[config.mk]
export PLATFORM = sky130hd
export DESIGN_NAME = cbcr_div
export DESIGN_NICKNAME = d
export VERILOG_FILES = /design/src/rtl/circle_box_collision_resolve_top_assert.svh /design/src/rtl/cbcr_pkg.sv /design/src/rtl/cbcr_div.sv
export SDC_FILE = /design/constraint.sdc
export NUM_CORES = 2
export LEC_CHECK = 0
export ABC_CLOCK_PERIOD_IN_PS = 4380
export BUFFER_PORTS_ARGS = -buffer_cell sky130_fd_sc_hd__buf_2
export CORE_UTILIZATION = 42
export CTS_BUF_LIST = sky130_fd_sc_hd__clkbuf_16
export CTS_CLUSTER_SIZE = 16
export DETAILED_ROUTE_END_ITERATION = 10
export HOLD_SLACK_MARGIN = 0.12
export PLACE_DENSITY_LB_ADDON = 0.3
export SYNTH_ARGS = -nofsm -noshare
export SYNTH_HDL_FRONTEND = slang
export SYNTH_SLANG_ARGS = --single-unit
[constraint.sdc]
create_clock -name i_clk -period 4.38 [get_ports i_clk]
set_clock_uncertainty 0.2 [all_clocks]
set_input_delay 0.219 -clock i_clk [delete_from_list [all_inputs] [get_ports i_clk]]
set_output_delay 0.219 -clock i_clk [all_outputs]
set_load 0.01 [all_outputs]
[src/rtl/circle_box_collision_resolve_top_assert.svh]
// ----------------------------------------------------------------------------
// Assertion macros for the circle/box collision block
// Each check takes a label, clock, active-low reset, condition, consequence
// and message. Defining NO_ASSERTIONS drops all of them.
// ----------------------------------------------------------------------------
`ifndef CIRCLE_BOX_COLLISION_RESOLVE_TOP_ASSERT_SVH
`define CIRCLE_BOX_COLLISION_RESOLVE_TOP_ASSERT_SVH

`ifndef NO_ASSERTIONS

// consequence holds in the same cycle as the condition
`define CBCR_ASSERT_SAME(label, clk, rst_n, ante, cons, msg) \
    label: assert property (@(posedge clk) disable iff (!(rst_n)) (ante) |-> (cons)) \
        else $error(msg);

// consequence holds in the cycle after the condition
`define CBCR_ASSERT_NEXT(label, clk, rst_n, ante, cons, msg) \
    label: assert property (@(posedge clk) disable iff (!(rst_n)) (ante) |=> (cons)) \
        else $error(msg);

`else

`define CBCR_ASSERT_SAME(label, clk, rst_n, ante, cons, msg)
`define CBCR_ASSERT_NEXT(label, clk, rst_n, ante, cons, msg)

`endif

`endif

[src/rtl/cbcr_pkg.sv]
// ----------------------------------------------------------------------------
// cbcr_pkg
// Shared widths, constants and types of the circle/box collision block.
// ----------------------------------------------------------------------------
`default_nettype none

package cbcr_pkg;

    localparam int CBCR_POS_W   = 24;  // signed positions
    localparam int CBCR_LEN_W   = 20;  // unsigned radius and box sizes
    localparam int CBCR_FRAC_BITS = 8;

    // square root unit: 42-bit radicand, 21-bit root
    localparam int CBCR_SQ_IN_W   = 42;
    localparam int CBCR_ROOT_W    = 21;
    localparam int CBCR_SQ_REM_W  = 23;

    // divider: 42-bit dividend, 21-bit divisor and quotient
    localparam int CBCR_DIV_NUM_W = 42;

    // distance used when the centre sits on the box: 0.01 in fixed point, at least 1
    localparam int CBCR_DIST_RAW  = ((1 << CBCR_FRAC_BITS) + 50) / 100;
    localparam int CBCR_DIST_INT  = (CBCR_DIST_RAW < 1) ? 1 : CBCR_DIST_RAW;
    localparam logic [CBCR_ROOT_W-1:0] CBCR_DIST_ZERO = CBCR_ROOT_W'(CBCR_DIST_INT);

    typedef struct packed {
        logic [CBCR_POS_W-1:0] cx0;
        logic [CBCR_POS_W-1:0] cy0;
        logic [CBCR_POS_W-1:0] bx;
        logic [CBCR_POS_W-1:0] by;
        logic [CBCR_LEN_W-1:0] rad;
        logic                  cmov;
        logic                  bmov;
        logic                  resolve;
    } t_side;

endpackage

`default_nettype wire

[src/rtl/cbcr_div.sv]
// ----------------------------------------------------------------------------
// cbcr_div
// Pipelined restoring divider, one quotient bit per register stage.
// Dividend upper half must be below the divisor (quotient fits ROOT_W bits).
// ----------------------------------------------------------------------------
`default_nettype none

module cbcr_div (
    input  wire                                 i_clk,
    input  wire                                 i_en,
    input  wire [cbcr_pkg::CBCR_DIV_NUM_W-1:0]  i_num,
    input  wire [cbcr_pkg::CBCR_ROOT_W-1:0]     i_den,
    output logic [cbcr_pkg::CBCR_ROOT_W-1:0]    o_quo
);

    localparam int Q_W = cbcr_pkg::CBCR_ROOT_W;

    logic [Q_W-1:0] r_rem [0:Q_W-1];
    logic [Q_W-1:0] r_low [0:Q_W-1];
    logic [Q_W-1:0] r_den [0:Q_W-1];
    logic [Q_W-1:0] r_quo [0:Q_W-1];

    for (genvar j = 0; j < Q_W; j++) begin : g_stage
        logic [Q_W-1:0] w_rem_in;
        logic [Q_W-1:0] w_low_in;
        logic [Q_W-1:0] w_den_in;
        logic [Q_W-1:0] w_quo_in;
        logic [Q_W:0]   w_rem_sh;
        logic [Q_W:0]   w_diff;
        logic           w_ge;

        if (j == 0) begin : g_first
            assign w_rem_in = i_num[2*Q_W-1:Q_W];
            assign w_low_in = i_num[Q_W-1:0];
            assign w_den_in = i_den;
            assign w_quo_in = '0;
        end else begin : g_next
            assign w_rem_in = r_rem[j-1];
            assign w_low_in = r_low[j-1];
            assign w_den_in = r_den[j-1];
            assign w_quo_in = r_quo[j-1];
        end

        assign w_rem_sh = {w_rem_in, w_low_in[Q_W-1]};
        assign w_diff   = w_rem_sh - {1'b0, w_den_in};
        assign w_ge     = (w_rem_sh >= {1'b0, w_den_in});

        always_ff @(posedge i_clk) begin
            if (i_en) begin
                r_rem[j] <= w_ge ? w_diff[Q_W-1:0] : w_rem_sh[Q_W-1:0];
                r_low[j] <= {w_low_in[Q_W-2:0], 1'b0};
                r_den[j] <= w_den_in;
                r_quo[j] <= {w_quo_in[Q_W-2:0], w_ge};
            end
        end
    end

    assign o_quo = r_quo[Q_W-1];

endmodule

`default_nettype wire

## Yosys cells after proc, flatten, opt, wreduce, memory -nomap -nowiden

Memories as Yosys holds them, arrays and structs flattened.
Index checks and enable logic that the tools add are counted.

- Word-level logic and storage cells: 69
- Memory bits (writable): 1743
- Register bits: 0
- Memories kept: 4

Memory list:

| name | words | width | read ports | clocked after memory_dff | write ports | RTL line | text |
|---|---|---|---|---|---|---|---|
| r_den | 21 | 21 | 20 | 0 | 21 | cbcr_div.sv:20 | `logic [Q_W-1:0] r_den [0:Q_W-1];` |
| r_quo | 21 | 21 | 21 | 0 | 21 | cbcr_div.sv:21 | `logic [Q_W-1:0] r_quo [0:Q_W-1];` |
| r_rem | 21 | 21 | 20 | 0 | 21 | cbcr_div.sv:18 | `logic [Q_W-1:0] r_rem [0:Q_W-1];` |
| r_low | 21 | 20 | 20 | 0 | 21 | cbcr_div.sv:19 | `logic [Q_W-1:0] r_low [0:Q_W-1];` |

- $lt $le $gt $ge: 21
- Muxes and demuxes: 23
- Add/subtract/negate cells: 21

Operator list:

| operator | number |
|---|---|
| $ge A22 B21 Y1 | 21 |
| $mux W21 | 21 |
| $sub A21 B21 Y21 | 21 |
| $mux W1 | 2 |

## Longest topological paths before layout

An unclocked memory read counts as a cell.

- Word-level depth: 3
- Depth in mapped cells: 15

## Least setup slack after synthesis

Ideal clock, no wire load.

- Path kind: register -> register
- Start: memory r_low[0][19] in the netlist's numbering
- End: memory r_rem[0][23] in the netlist's numbering, data pin
- Data required time: 3.920 ns
- Clock period less this slack: 3.532 ns
- Library setup time: 0.260 ns
- Cell stages (with the launch flop): 16
- Path buffers: 2
- Slack: 0.848 ns
- Arrival time: 3.072 ns
- Cells stage by stage: edfxtp_1 > inv_1 > ha_1 > inv_1 > fa_1 > a21o_1 > a21oi_2 > o21ai_2 > a311oi_2 > o21ai_2 > o21ai_1 > a211oi_1 > or4_1 > buf_6 > buf_12 > mux2_4

RTL lines:

| what | RTL line |
|---|---|
| start, declared | cbcr_div.sv:19 |
| end, declared | cbcr_div.sv:18 |

==> impl_metrics.toml <==
[clock_network]
ctsHtreeMaxLevel = 4
cts-buffers-inserted = 148
clk_latency_ps = 780
cts_root_buffer = "clkbuf_16"
cts_tree = "yes"
cts-resized-gates = 0
clk_pin_slew_worst_paths_ps = 60
numClockSinks = 1281
clockBufferDepth = 3

[logic_synthesis]
synthCells = 5252
synth_ff_type = "edfxtp_1"
synth_top_area_frac = 0.5915
avgSynthCellArea_sq_um = 12.38
synth_commonest_cells = "edfxtp_1 (1281), inv_1 (570), ha_1 (441), a21oi_1 (368), o21ai_0 (328)"
synthArstFlopShare = 0
synth_seq_area_share = 0.5915
synth_area_sq_um = 65030
synthMostInstantiatedCell = "edfxtp_1"
synth-edff-count = 1281
syn_nets = 5778
netlist_top_cells_area = "edfxtp_1 (59%), ha_1 (8.5%), inv_1 (3.3%)"
ys_warn_count = 0
synth_largest_area_cell = "edfxtp_1"
ys_types = 88
ys_seq_elements = 1281

[timing]
setup_viol = 0
rsz0062_at_grt = "false"
tightest_slew_ps = 1199
post-route-min-period_ps = 4220
hold_violations = 0
slew_headroom = 0.2007
fin_tns_setup_ps = 0
fmaxAchievable_ghz = 0.2369
hold_slack_ps = 211.1
fin_crit_sh = 0.9635
final-max-slew-violation-count = 0

[outcome]
status = "finished, final reports clean"

[routing]
route.met2.wl_um = 61830
routed_via_density = 5.204
drc = 0
wl_met3_um = 5884
drtIter0Drc = 2514
routed.top_layer = "met5"
wl_per_cell_um = 16.84
routed_wl_um = 130500
wl_met1_um = 58930
vias = 40340
drt_pre_antenna_iters = 5
antenna_left = 0

[worst_hold_path]
hold_depth = 0
hp-class = "flip-flop to flip-flop"
worstHoldStart = "r_quo[2][29]$_DFFE_PP_"

[floorplan]
die_area_sq_um = 156400
initial_core_util = 0.4226
fp.dieW_um = 395.5
die_h_um = 395.5
core_area_sq_um = 153900
pin_count = 86
num_rows = 144

[power]
power_density_nw_per_um2 = 704.1
leakage_uw = 0.02991
vdd_drop_max_v = 0.0004344

[critical_path]
rr_endpoint = "r_rem[3][31]$_DFFE_PP_"
critical_path_arrival_ps = 4530
ff2ff_path_depth = 13
endpoint_kind = "flip-flop"
slowest_delay_ps = 920
path_class = "input port to flip-flop"
slowest_stage = "a22oi_2"
timing.rr.start = "r_low[3][19]$_DFFE_PP_"
start_kind = "input port"
path_cells = "dlygate4sd3_1 -> buf_2 -> inv_1 -> ha_1 -> inv_1 -> fa_1 -> a21oi_1 -> o211ai_1 -> a31o_2 -> o31a_1 -> a31o_2 -> o21ai_0 -> a22oi_2 -> mux2_2 -> dlygate4sd3_1"
worst-path-max-fanout = 21
r2r_setup_slack_ps = 390
critPathLaunch = "i_num[20]"
crit_path_end = "r_rem[0][4]$_DFFE_PP_"
required_ps = 4690

[global_routing]
grt_pass1_vias = 39540
grtUsageTotal = 0.1663
grt_pass1_wl_um = 208800
grt_overflow = 0
antenna_found_initial = 3
grt_max_degree = 142

[cells_and_area]
nets = 6120
nFillCells = 13560
final_cell_area_sq_um = 74560
final_core_util = 0.4846
area_growth_pct = 14.65
antenna_cells = 0
drive_gt1_frac = 0.1051

[flow_run]
cap_violations = 0

[placement]
hpwl_um = 94490
place.gp.congestion = 0.9022
io_buffers = 85
place_area_sq_um = 68360
repair_timing:
item                                    4_1_cts  5_1_grt
endpoints found under the hold margin       540        0
buffers inserted                              0        0
endpoints found under the setup margin        0        1
hold buffers                                137        0
layout make-up:
type                       instances  area (sq um)  area share
sequential                      1281         38470      0.5159
multi-input combinational       3304         24040      0.3225
clock buffer                     149          3729     0.05001
tap                             2044          2557     0.03430
timing repair buffer             289          2527     0.03390
inverter                         570          2140     0.02870
clock inverter                   115          1097     0.01472
sequential cells by signal, summed over array words and instances, names as in the netlist:
name   flops
r_den    420
r_rem    420
r_quo    231
r_low    210
critical path, delay by kind of cell:
| kind | cells | cell delay [ps] |
|---|---|---|
| adders and majority gates | 2 | 410 |
| buffers and inverters | 5 | 1320 |
| AOI/OAI and AO/OA | 7 | 2140 |
| muxes | 1 | 430 |
routing by layer:
metal  track usage  vias to the layer above
li1              -                    20070
met1        0.2196                    19170
met2        0.2756                      868
met3       0.02735                      232
met4       0.05943                        4
met5             0                        -
power by group:
part	total, uW	internal, uW	switching, uW	leakage, uW
clock	12100	7130	4980	0.00245
combinational	21000	9540	11500	0.0149
sequential	19400	17600	1780	0.0125
cell families after synthesis:
group	count (synthesis)	synth area share
adders and majority gates	461	0.09101
AOI/OAI and AO/OA	1306	0.1268
buffers and inverters	667	0.03977
and+or+nand+nor	1035	0.07550
DFF	1281	0.5915
muxes	185	0.03267
xor gates and xnor gates	317	0.04269
metrics by stage:
stage               worst slack (ps)  instances  total power [uW]
CTS                            339.1       7752             52870
global placement               471.5       7351             39970
global route                   28.36       7752             56100
floorplan                      848.2       5252             34910
finish                         159.7       7752             52500
detailed placement             422.2       7351             40260
cells in the final DEF (no fill, tap or decap), types with 55 or more instances in the layout:
master	instances
o21a_1	58
nand3_1	80
o21ai_0	327
nand4_1	55
a21oi_1	366
nor2b_1	55
clkbuf_16	149
buf_2	84
o21bai_1	56
xnor2_1	208
nand2_1	325
a21o_1	194
edfxtp_1	1281
inv_1	593
dlygate4sd3_1	137
xor2_1	109
nor3_1	66
mux2_2	150
ha_1	441
nor2_1	261
how the worst min path moves through the flow:
| stage | endpoint | slack, ps |
|---|---|---|
| after CTS | r_rem[0][14]$_DFFE_PP_ | 150 |
| after floorplan | r_den[0][0]$_DFFE_PP_ | 120 |
| final | r_quo[2][51]$_DFFE_PP_ | 210 |
| after global placement | r_low[0][1]$_DFFE_PP_ | 200 |
| after global routing | r_low[4][37]$_DFFE_PP_ | 210 |
| after detailed placement | r_low[0][13]$_DFFE_PP_ | 200 |
No activity file was read; power rests on OpenSTA's default activity.
