===== src/rtl/circle_box_collision_resolve_top_assert.svh =====
// ----------------------------------------------------------------------------
// Assertion macros for the circle/box collision block
// Each check takes a label, clock, active-low reset, condition, consequence
// and message. Defining NO_ASSERTIONS drops all of them.
// ----------------------------------------------------------------------------
`ifndef CIRCLE_BOX_COLLISION_RESOLVE_TOP_ASSERT_SVH
`define CIRCLE_BOX_COLLISION_RESOLVE_TOP_ASSERT_SVH

`ifndef NO_ASSERTIONS

// consequence holds in the same cycle as the condition
`define CBCR_ASSERT_SAME(label, clk, rst_n, ante, cons, msg) \
    label: assert property (@(posedge clk) disable iff (!(rst_n)) (ante) |-> (cons)) \
        else $error(msg);

// consequence holds in the cycle after the condition
`define CBCR_ASSERT_NEXT(label, clk, rst_n, ante, cons, msg) \
    label: assert property (@(posedge clk) disable iff (!(rst_n)) (ante) |=> (cons)) \
        else $error(msg);

`else

`define CBCR_ASSERT_SAME(label, clk, rst_n, ante, cons, msg)
`define CBCR_ASSERT_NEXT(label, clk, rst_n, ante, cons, msg)

`endif

`endif


===== src/rtl/cbcr_pkg.sv =====
// ----------------------------------------------------------------------------
// cbcr_pkg
// Shared widths, constants and types of the circle/box collision block.
// ----------------------------------------------------------------------------
`default_nettype none

package cbcr_pkg;

    localparam int CBCR_POS_W   = 24;  // signed positions
    localparam int CBCR_LEN_W   = 20;  // unsigned radius and box sizes
    localparam int CBCR_FRAC_BITS = 8;

    // square root unit: 42-bit radicand, 21-bit root
    localparam int CBCR_SQ_IN_W   = 42;
    localparam int CBCR_ROOT_W    = 21;
    localparam int CBCR_SQ_REM_W  = 23;

    // divider: 42-bit dividend, 21-bit divisor and quotient
    localparam int CBCR_DIV_NUM_W = 42;

    // distance used when the centre sits on the box: 0.01 in fixed point, at least 1
    localparam int CBCR_DIST_RAW  = ((1 << CBCR_FRAC_BITS) + 50) / 100;
    localparam int CBCR_DIST_INT  = (CBCR_DIST_RAW < 1) ? 1 : CBCR_DIST_RAW;
    localparam logic [CBCR_ROOT_W-1:0] CBCR_DIST_ZERO = CBCR_ROOT_W'(CBCR_DIST_INT);

    typedef struct packed {
        logic [CBCR_POS_W-1:0] cx0;
        logic [CBCR_POS_W-1:0] cy0;
        logic [CBCR_POS_W-1:0] bx;
        logic [CBCR_POS_W-1:0] by;
        logic [CBCR_LEN_W-1:0] rad;
        logic                  cmov;
        logic                  bmov;
        logic                  resolve;
    } t_side;

endpackage

`default_nettype wire


===== src/rtl/cbcr_sqrt.sv =====
// ----------------------------------------------------------------------------
// cbcr_sqrt
// Pipelined integer square root, one root bit per register stage.
// ----------------------------------------------------------------------------
`default_nettype none

module cbcr_sqrt (
    input  wire                                 i_clk,
    input  wire                                 i_en,
    input  wire [cbcr_pkg::CBCR_SQ_IN_W-1:0]    i_rad,
    output logic [cbcr_pkg::CBCR_ROOT_W-1:0]    o_root
);

    localparam int IN_W   = cbcr_pkg::CBCR_SQ_IN_W;
    localparam int ROOT_W = cbcr_pkg::CBCR_ROOT_W;
    localparam int REM_W  = cbcr_pkg::CBCR_SQ_REM_W;

    logic [REM_W-1:0]  r_rem  [0:ROOT_W-1];
    logic [ROOT_W-1:0] r_root [0:ROOT_W-1];
    logic [IN_W-1:0]   r_n    [0:ROOT_W-1];

    for (genvar s = 0; s < ROOT_W; s++) begin : g_stage
        logic [REM_W-1:0]  w_rem_in;
        logic [ROOT_W-1:0] w_root_in;
        logic [IN_W-1:0]   w_n_in;
        logic [REM_W-1:0]  w_rem_sh;
        logic [REM_W-1:0]  w_trial;
        logic              w_ge;

        if (s == 0) begin : g_first
            assign w_rem_in  = '0;
            assign w_root_in = '0;
            assign w_n_in    = i_rad;
        end else begin : g_next
            assign w_rem_in  = r_rem[s-1];
            assign w_root_in = r_root[s-1];
            assign w_n_in    = r_n[s-1];
        end

        // bring down the next two radicand bits, try 4*root + 1
        assign w_rem_sh = {w_rem_in[REM_W-3:0], w_n_in[IN_W-1 -: 2]};
        assign w_trial  = {w_root_in, 2'b01};
        assign w_ge     = (w_rem_sh >= w_trial);

        always_ff @(posedge i_clk) begin
            if (i_en) begin
                r_rem[s]  <= w_ge ? (w_rem_sh - w_trial) : w_rem_sh;
                r_root[s] <= {w_root_in[ROOT_W-2:0], w_ge};
                r_n[s]    <= {w_n_in[IN_W-3:0], 2'b00};
            end
        end
    end

    assign o_root = r_root[ROOT_W-1];

endmodule

`default_nettype wire


===== config.mk =====
export PLATFORM = sky130hd
export DESIGN_NAME = cbcr_sqrt
export DESIGN_NICKNAME = d
export VERILOG_FILES = /design/src/rtl/circle_box_collision_resolve_top_assert.svh /design/src/rtl/cbcr_pkg.sv /design/src/rtl/cbcr_sqrt.sv
export SDC_FILE = /design/constraint.sdc
export NUM_CORES = 1
export LEC_CHECK = 0
export ABC_CLOCK_PERIOD_IN_PS = 2800
export BUFFER_PORTS_ARGS = -buffer_cell sky130_fd_sc_hd__buf_2
export CORE_AREA = 8 8 300 302
export DETAILED_ROUTE_END_ITERATION = 8
export DIE_AREA = 0 0 308 310
export PLACE_DENSITY = 0.76
export SETUP_SLACK_MARGIN = 0.2
export SLEW_MARGIN = 20
export SYNTH_ARGS = -nofsm -noshare
export SYNTH_HDL_FRONTEND = slang
export SYNTH_SLANG_ARGS = --single-unit

===== constraint.sdc =====
create_clock -name i_clk -period 2.8 [get_ports i_clk]
set_input_delay 0 -clock i_clk [delete_from_list [all_inputs] [get_ports i_clk]]
set_output_delay 0 -clock i_clk [all_outputs]
set_load 0.01 [all_outputs]

---- After elaboration in Yosys (flattened, before gate mapping) ----
Memory sizes are Yosys's and may differ from the RTL's.
Index checks and enable logic that the tools add are counted.
cells by class
  add/subtract/negate cells ............... 21
  mux-type cells .......................... 23
  order comparisons ....................... 21
operators with widths
  operator                                                               number
  23-bit two-way mux                                                     21
  23-bit >= comparator                                                   20
  23-bit subtractor                                                      20
  2-bit by 1-bit subtractor with 3-bit output, second input constant     1
  2-bit by 1-bit >= comparator with 1-bit output, second input constant  1
  1-bit two-way mux                                                      2
word-level totals
  memories ................................ 3
  word-level logic and storage cells ...... 68
  memory bits (writable) .................. 1764
  bits in registers ....................... 0
memories
  name    words  bits a word  rd ports  clocked after Yosys merged registers in  write ports  RTL line         RTL
  r_n     21     40           20        0                                        21           cbcr_sqrt.sv:20  logic [IN_W-1:0] r_n [0:ROOT_W-1];
  r_rem   21     23           20        0                                        21           cbcr_sqrt.sv:18  logic [REM_W-1:0] r_rem [0:ROOT_W-1];
  r_root  21     21           21        0                                        21           cbcr_sqrt.sv:19  logic [ROOT_W-1:0] r_root [0:ROOT_W-1];

---- Longest topological paths before layout ----
An unclocked memory read counts as a cell.
  depth after elaboration ................. 3
  gate-level depth with buffers ........... 13
  depth with buffers taken out ............ 11

---- Worst setup path after synthesis ----
Ideal clock, no wire load.
  path kind ............................... register to register
  start point ............................. mem r_rem[4][46] in the netlist's numbering
  end point ............................... mem r_rem[4][82] in the netlist's numbering, data pin
  arrival time ............................ 2.748 ns
  path buffers ............................ 1
  setup time .............................. 0.260 ns
  data required time ...................... 2.540 ns
  path slack .............................. -0.208 ns
  cell stages (with the launch flop) ...... 11
  period minus slack after synthesis ...... 3.008 ns
  cell sequence ........................... edfxtp_1 ha_1 or3_1 o22ai_2 o211ai_1 a21oi_1 o21ai_1 a311o_1 a31oi_1 buf_2 mux2_2
RTL lines
  item         RTL line
  from (decl)  cbcr_sqrt.sv:18

==> impl_results.html <==
<table>
<tr><th>Metric</th><th>Value</th></tr>
<tr><th colspan="2">Placed design</th></tr>
<tr><td>Post-DP HPWL</td><td>63600 um</td></tr>
<tr><td>Number of port buffers</td><td>64</td></tr>
<tr><td>Cell area after placement</td><td>52000 um^2</td></tr>
<tr><td>Gpl congestion</td><td>0.899</td></tr>
<tr><th colspan="2">Floorplan</th></tr>
<tr><td>Die area</td><td>95500 um^2</td></tr>
<tr><td>Total core area</td><td>85700 um^2</td></tr>
<tr><td>Initial core utilization</td><td>approximately 56%</td></tr>
<tr><td>Number of standard-cell rows in the floorplan</td><td>108</td></tr>
<tr><td>Die Span X</td><td>around 310 um</td></tr>
<tr><td>Die boundary height</td><td>310 um</td></tr>
<tr><td>Total I/O pin count</td><td>65</td></tr>
<tr><th colspan="2">GRT</th></tr>
<tr><td>Via count of the first global-routing pass</td><td>around 30000</td></tr>
<tr><td>Wire length of the first global-routing pass</td><td>153000 um</td></tr>
<tr><td>GRT Util Overall</td><td>19.6%</td></tr>
<tr><td>Antenna violations before repair</td><td>0</td></tr>
<tr><td>Largest net degree at the start of global routing</td><td>approximately 120</td></tr>
<tr><td>Total overflow reported by the global router</td><td>0</td></tr>
<tr><th colspan="2">Detailed routing</th></tr>
<tr><td>Per-cell routed wire length</td><td>between 15 and 20 um</td></tr>
<tr><td>Number of design rule violations left after detail routing</td><td>0</td></tr>
<tr><td>Total number of vias</td><td>~31000</td></tr>
<tr><td>Initial DRT Pass Iterations</td><td>5</td></tr>
<tr><td>Total Wirelength</td><td>103000 um</td></tr>
<tr><td>Antenna viol nets, final</td><td>0</td></tr>
<tr><td>DRC marker count from the first detailed-route iteration</td><td>about 2500</td></tr>
<tr><td>Vias per std cell</td><td>5.65</td></tr>
<tr><th colspan="2">Yosys</th></tr>
<tr><td>Yosys synthesis warning count</td><td>0</td></tr>
<tr><td>Share of the synthesized area in the top cell type</td><td>65.3%</td></tr>
<tr><td>Primary FF master, synth</td><td>edfxtp_1</td></tr>
<tr><td>Count of distinct cell types in the synthesized netlist</td><td>82</td></tr>
<tr><td>Sequential element share of the synthesized area</td><td>between 60% and 70%</td></tr>
<tr><td>Number of enable-type register cells in the synthesized netlist</td><td>~1000</td></tr>
<tr><td>Flops &amp; latches, synth</td><td>around 1000</td></tr>
<tr><td>Cell count after synthesis</td><td>3642</td></tr>
<tr><td>Mapped Avg Cell Area</td><td>13.2 um^2</td></tr>
<tr><td>Synth area leaders</td><td>edfxtp_1, ha_1, xnor2_1</td></tr>
<tr><td>Post-Syn Nets</td><td>3939</td></tr>
<tr><td>Ys async rst share</td><td>0%</td></tr>
<tr><td>Synthesized cell area</td><td>a little under 50000 um^2</td></tr>
<tr><td>Yosys top cell by area</td><td>edfxtp_1</td></tr>
<tr><th colspan="2">Clocking</th></tr>
<tr><td>Clock tree from TritonCTS</td><td>done</td></tr>
<tr><td>TritonCTS Buffers</td><td>105</td></tr>
<tr><td>Sinks on Clock Net</td><td>1045</td></tr>
<tr><td>Clock input transition at the sequential cells of the worst setup and hold paths</td><td>0.06 ns</td></tr>
<tr><td>Later-pin clock latency in the skew report</td><td>0.67 ns</td></tr>
<tr><td>CTS root buf</td><td>clkbuf_16</td></tr>
<tr><td>H-tree Lvls</td><td>3</td></tr>
<tr><td>Bufs on Longest Clock Path</td><td>3</td></tr>
<tr><th colspan="2">Worst setup path</th></tr>
<tr><td>Startpoint of the lowest-slack register-to-register path</td><td>r_rem[4][46]$_DFFE_PP_</td></tr>
<tr><td>Sort of element at the end of the critical path</td><td>register</td></tr>
<tr><td>CP Launch Point</td><td>r_rem[4][46]$_DFFE_PP_</td></tr>
<tr><td>Crit-path max FO</td><td>7</td></tr>
<tr><td>R2R setup slack</td><td>-0.26 ns</td></tr>
<tr><td>Worst R2R End</td><td>r_rem[4][80]$_DFFE_PP_</td></tr>
<tr><td>Critical Path Start Type</td><td>register</td></tr>
<tr><td>Required time at the endpoint of the critical path</td><td>3.20 ns</td></tr>
<tr><td>Path type of the worst setup path</td><td>register to register</td></tr>
<tr><td>Arrival time at the worst endpoint</td><td>approximately 3.5 ns</td></tr>
<tr><td>R2r worst-path depth</td><td>11</td></tr>
<tr><td>Capturing instance or port of the critical path</td><td>r_rem[4][80]$_DFFE_PP_</td></tr>
<tr><th colspan="2">Final layout</th></tr>
<tr><td>Inserted Diodes</td><td>0</td></tr>
<tr><td>Ratio of cells with drive above 1 in the final layout</td><td>28.9%</td></tr>
<tr><td>Nets@finish</td><td>~4600</td></tr>
<tr><td>Post-route standard cell area excluding fillers</td><td>61400 um^2</td></tr>
<tr><td>Layout filler cell count</td><td>around 5300</td></tr>
<tr><td>Area Growth Syn to Fin</td><td>27.8%</td></tr>
<tr><th colspan="2">STA</th></tr>
<tr><td>Crit path setup slack, layout</td><td>-0.258 ns</td></tr>
<tr><td>Final-layout setup total negative slack</td><td>-5.16 ns</td></tr>
<tr><td>Highest achievable clock rate</td><td>between 300 and 400 MHz</td></tr>
<tr><td>Unrepaired setup endpoints after global routing</td><td>true</td></tr>
<tr><td>Final cycle utilization of the critical path</td><td>109%</td></tr>
<tr><td>Worst slew margin relative to its limit</td><td>46.3%</td></tr>
<tr><td>Count of endpoints failing setup in the final report</td><td>36</td></tr>
<tr><td>Final critical delay including setup and external delays</td><td>just over 3 ns</td></tr>
<tr><td>Hold violation total from the final report</td><td>0</td></tr>
<tr><td>Count of pins over their slew limit</td><td>0</td></tr>
<tr><td>Actual transition at the worst max-transition pin</td><td>around 0.8 ns</td></tr>
<tr><td>Clock skew</td><td>roughly 0.032 ns</td></tr>
<tr><th colspan="2">Status</th></tr>
<tr><td>Failing checks</td><td>negative setup slack</td></tr>
<tr><td>Result of the run</td><td>complete, but fails checks</td></tr>
<tr><th colspan="2">Pwr</th></tr>
<tr><td>Static Leak</td><td>23.8 nW</td></tr>
<tr><td>Power density normalized to cell area</td><td>757 nW/um^2</td></tr>
<tr><td>Worst-case vdd ir drop</td><td>0.000745 V</td></tr>
<tr><th colspan="2">Worst hold path</th></tr>
<tr><td>Kind of path behind the tightest hold check</td><td>input port to register</td></tr>
<tr><th colspan="2">Run</th></tr>
<tr><td>Max-capacitance violation count</td><td>0</td></tr>
</table>
flip-flops by register name, summed over array words and instances, names as in the netlist:
name and flops:
r_n 420, r_rem 394, r_root 231
how the worst min path moves through the flow:
stage | start | cells after the start | end
detailed placement | i_rad[11] | 1 | r_n[0][11]$_DFFE_PP_
finish | i_rad[20] | 2 | r_n[0][20]$_DFFE_PP_
floorplan | i_rad[0] | 0 | r_n[0][0]$_DFFE_PP_
global route | i_rad[14] | 2 | r_n[0][14]$_DFFE_PP_
CTS | i_rad[14] | 2 | r_n[0][14]$_DFFE_PP_
global placement | i_rad[8] | 1 | r_n[0][8]$_DFFE_PP_
routing by layer:
metal  global-route usage (%)  vias to the layer above  share of wire, %
met5                        0                        -                 0
met4                     6.03                        0               2.9
met3                     2.92                      235               5.2
met2                     33.9                      977                51
met1                     25.7                    15200                41
li1                         -                    14800                 -
where the power goes:
group          internal, W  total (W)  switching (W)
logic              0.00576     0.0113        0.00555
clock network      0.00841     0.0142        0.00583
registers           0.0196     0.0209        0.00133
total               0.0338     0.0465         0.0127
cell families (layout without fill, tap and decap cells):
family	Yosys count	in the layout	share of synthesized area (%)
flops	1045	1045	65.3
simple gates	911	911	9.32
compound gates	717	717	9.36
buf+inv	370	1099	2.93
xor+xnor	293	293	5.34
fa+ha+maj	253	253	6.58
mux	52	52	1.20
other cells	1	1	0.00780
final cells by class:
type | count | area (um^2) | area share [%]
Multi-Input combinational cell | 2227 | 18700 | 30.5
Sequential cell | 1045 | 31400 | 51.1
Clock inverter | 64 | 798 | 1.30
Inverter | 309 | 1170 | 1.90
Tap cell | 1155 | 1450 | 2.35
Timing Repair Buffer | 597 | 5220 | 8.49
Clock buffer | 129 | 2720 | 4.42
critical path, cell delays in order, from the launching register on:
cell and delay, ns:
edfxtp_1 0.42, ha_2 0.21, or3_4 0.40, o22ai_4 0.13, o211ai_1 0.13, a21oi_2 0.25
o21ai_2 0.10, a311o_1 0.38, a31oi_4 0.22, buf_6 0.14, buf_12 0.13, mux2_4 0.31
repair_timing:
action	4_1_cts	5_1_grt
setup endpoints to repair	254	333
gates resized for setup	332	468
pin swaps	118	179
hold buffers	47	0
cloned	10	4
endpoints found under the hold margin	153	0
buffers inserted	84	128
synthesized netlist by cell type (6+ instances only):
cell / instances
a21o_1: 82
clkbuf_1: 44
a211o_1: 8
and2_1: 15
o211ai_1: 19
nand2b_1: 42
and3_1: 19
mux2_2: 45
a311oi_1: 6
o31ai_1: 25
nor3_1: 78
a211oi_1: 21
o2111ai_1: 6
nor2b_1: 35
o21bai_1: 14
nand4_1: 32
or2_2: 17
xnor2_1: 154
or4_1: 12
o21ai_0: 186
nor4_1: 46
nand2_1: 259
nor2_1: 220
nand3b_1: 11
a21boi_0: 16
inv_1: 306
edfxtp_1: 1045
buf_2: 11
or3_1: 35
ha_1: 253
a21oi_1: 202
a31oi_1: 15
xor2_1: 139
o41ai_1: 8
o22ai_1: 6
o21a_1: 47
mux2i_1: 7
nand3_1: 56
a2111oi_0: 10
layout by cell type, fill, tap and decap left out, types with 63 or more instances in the layout:
| cell type | n |
|---|---|
| xnor2_1 | 146 |
| o21ai_0 | 99 |
| nor2_1 | 194 |
| edfxtp_1 | 1045 |
| buf_2 | 63 |
| clkbuf_16 | 111 |
| inv_1 | 283 |
| ha_4 | 71 |
| nand2_1 | 212 |
| buf_4 | 387 |
| a21oi_1 | 160 |
| a21o_1 | 81 |
| ha_1 | 167 |
| xor2_1 | 137 |
per-stage QoR:
| stage | worst slack [ns] | util, % | std cells | power (W) | hold slack, ns |
|---|---|---|---|---|---|
| after floorplan | -0.0370 | - | 3642 | 0.0262 | 0.0989 |
| after global placement | -0.104 | 60.7 | 5060 | 0.0290 | 0.176 |
| after detailed placement | -0.212 | 60.7 | 5060 | 0.0293 | 0.178 |
| after CTS | -0.151 | 68.1 | 5394 | 0.0450 | 0.00288 |
| after global routing | -0.338 | 71.7 | 5526 | 0.0484 | 0.0164 |
| final | -0.258 | 71.7 | 5526 | 0.0465 | 0.0343 |
No activity file was read; power rests on OpenSTA's default activity.
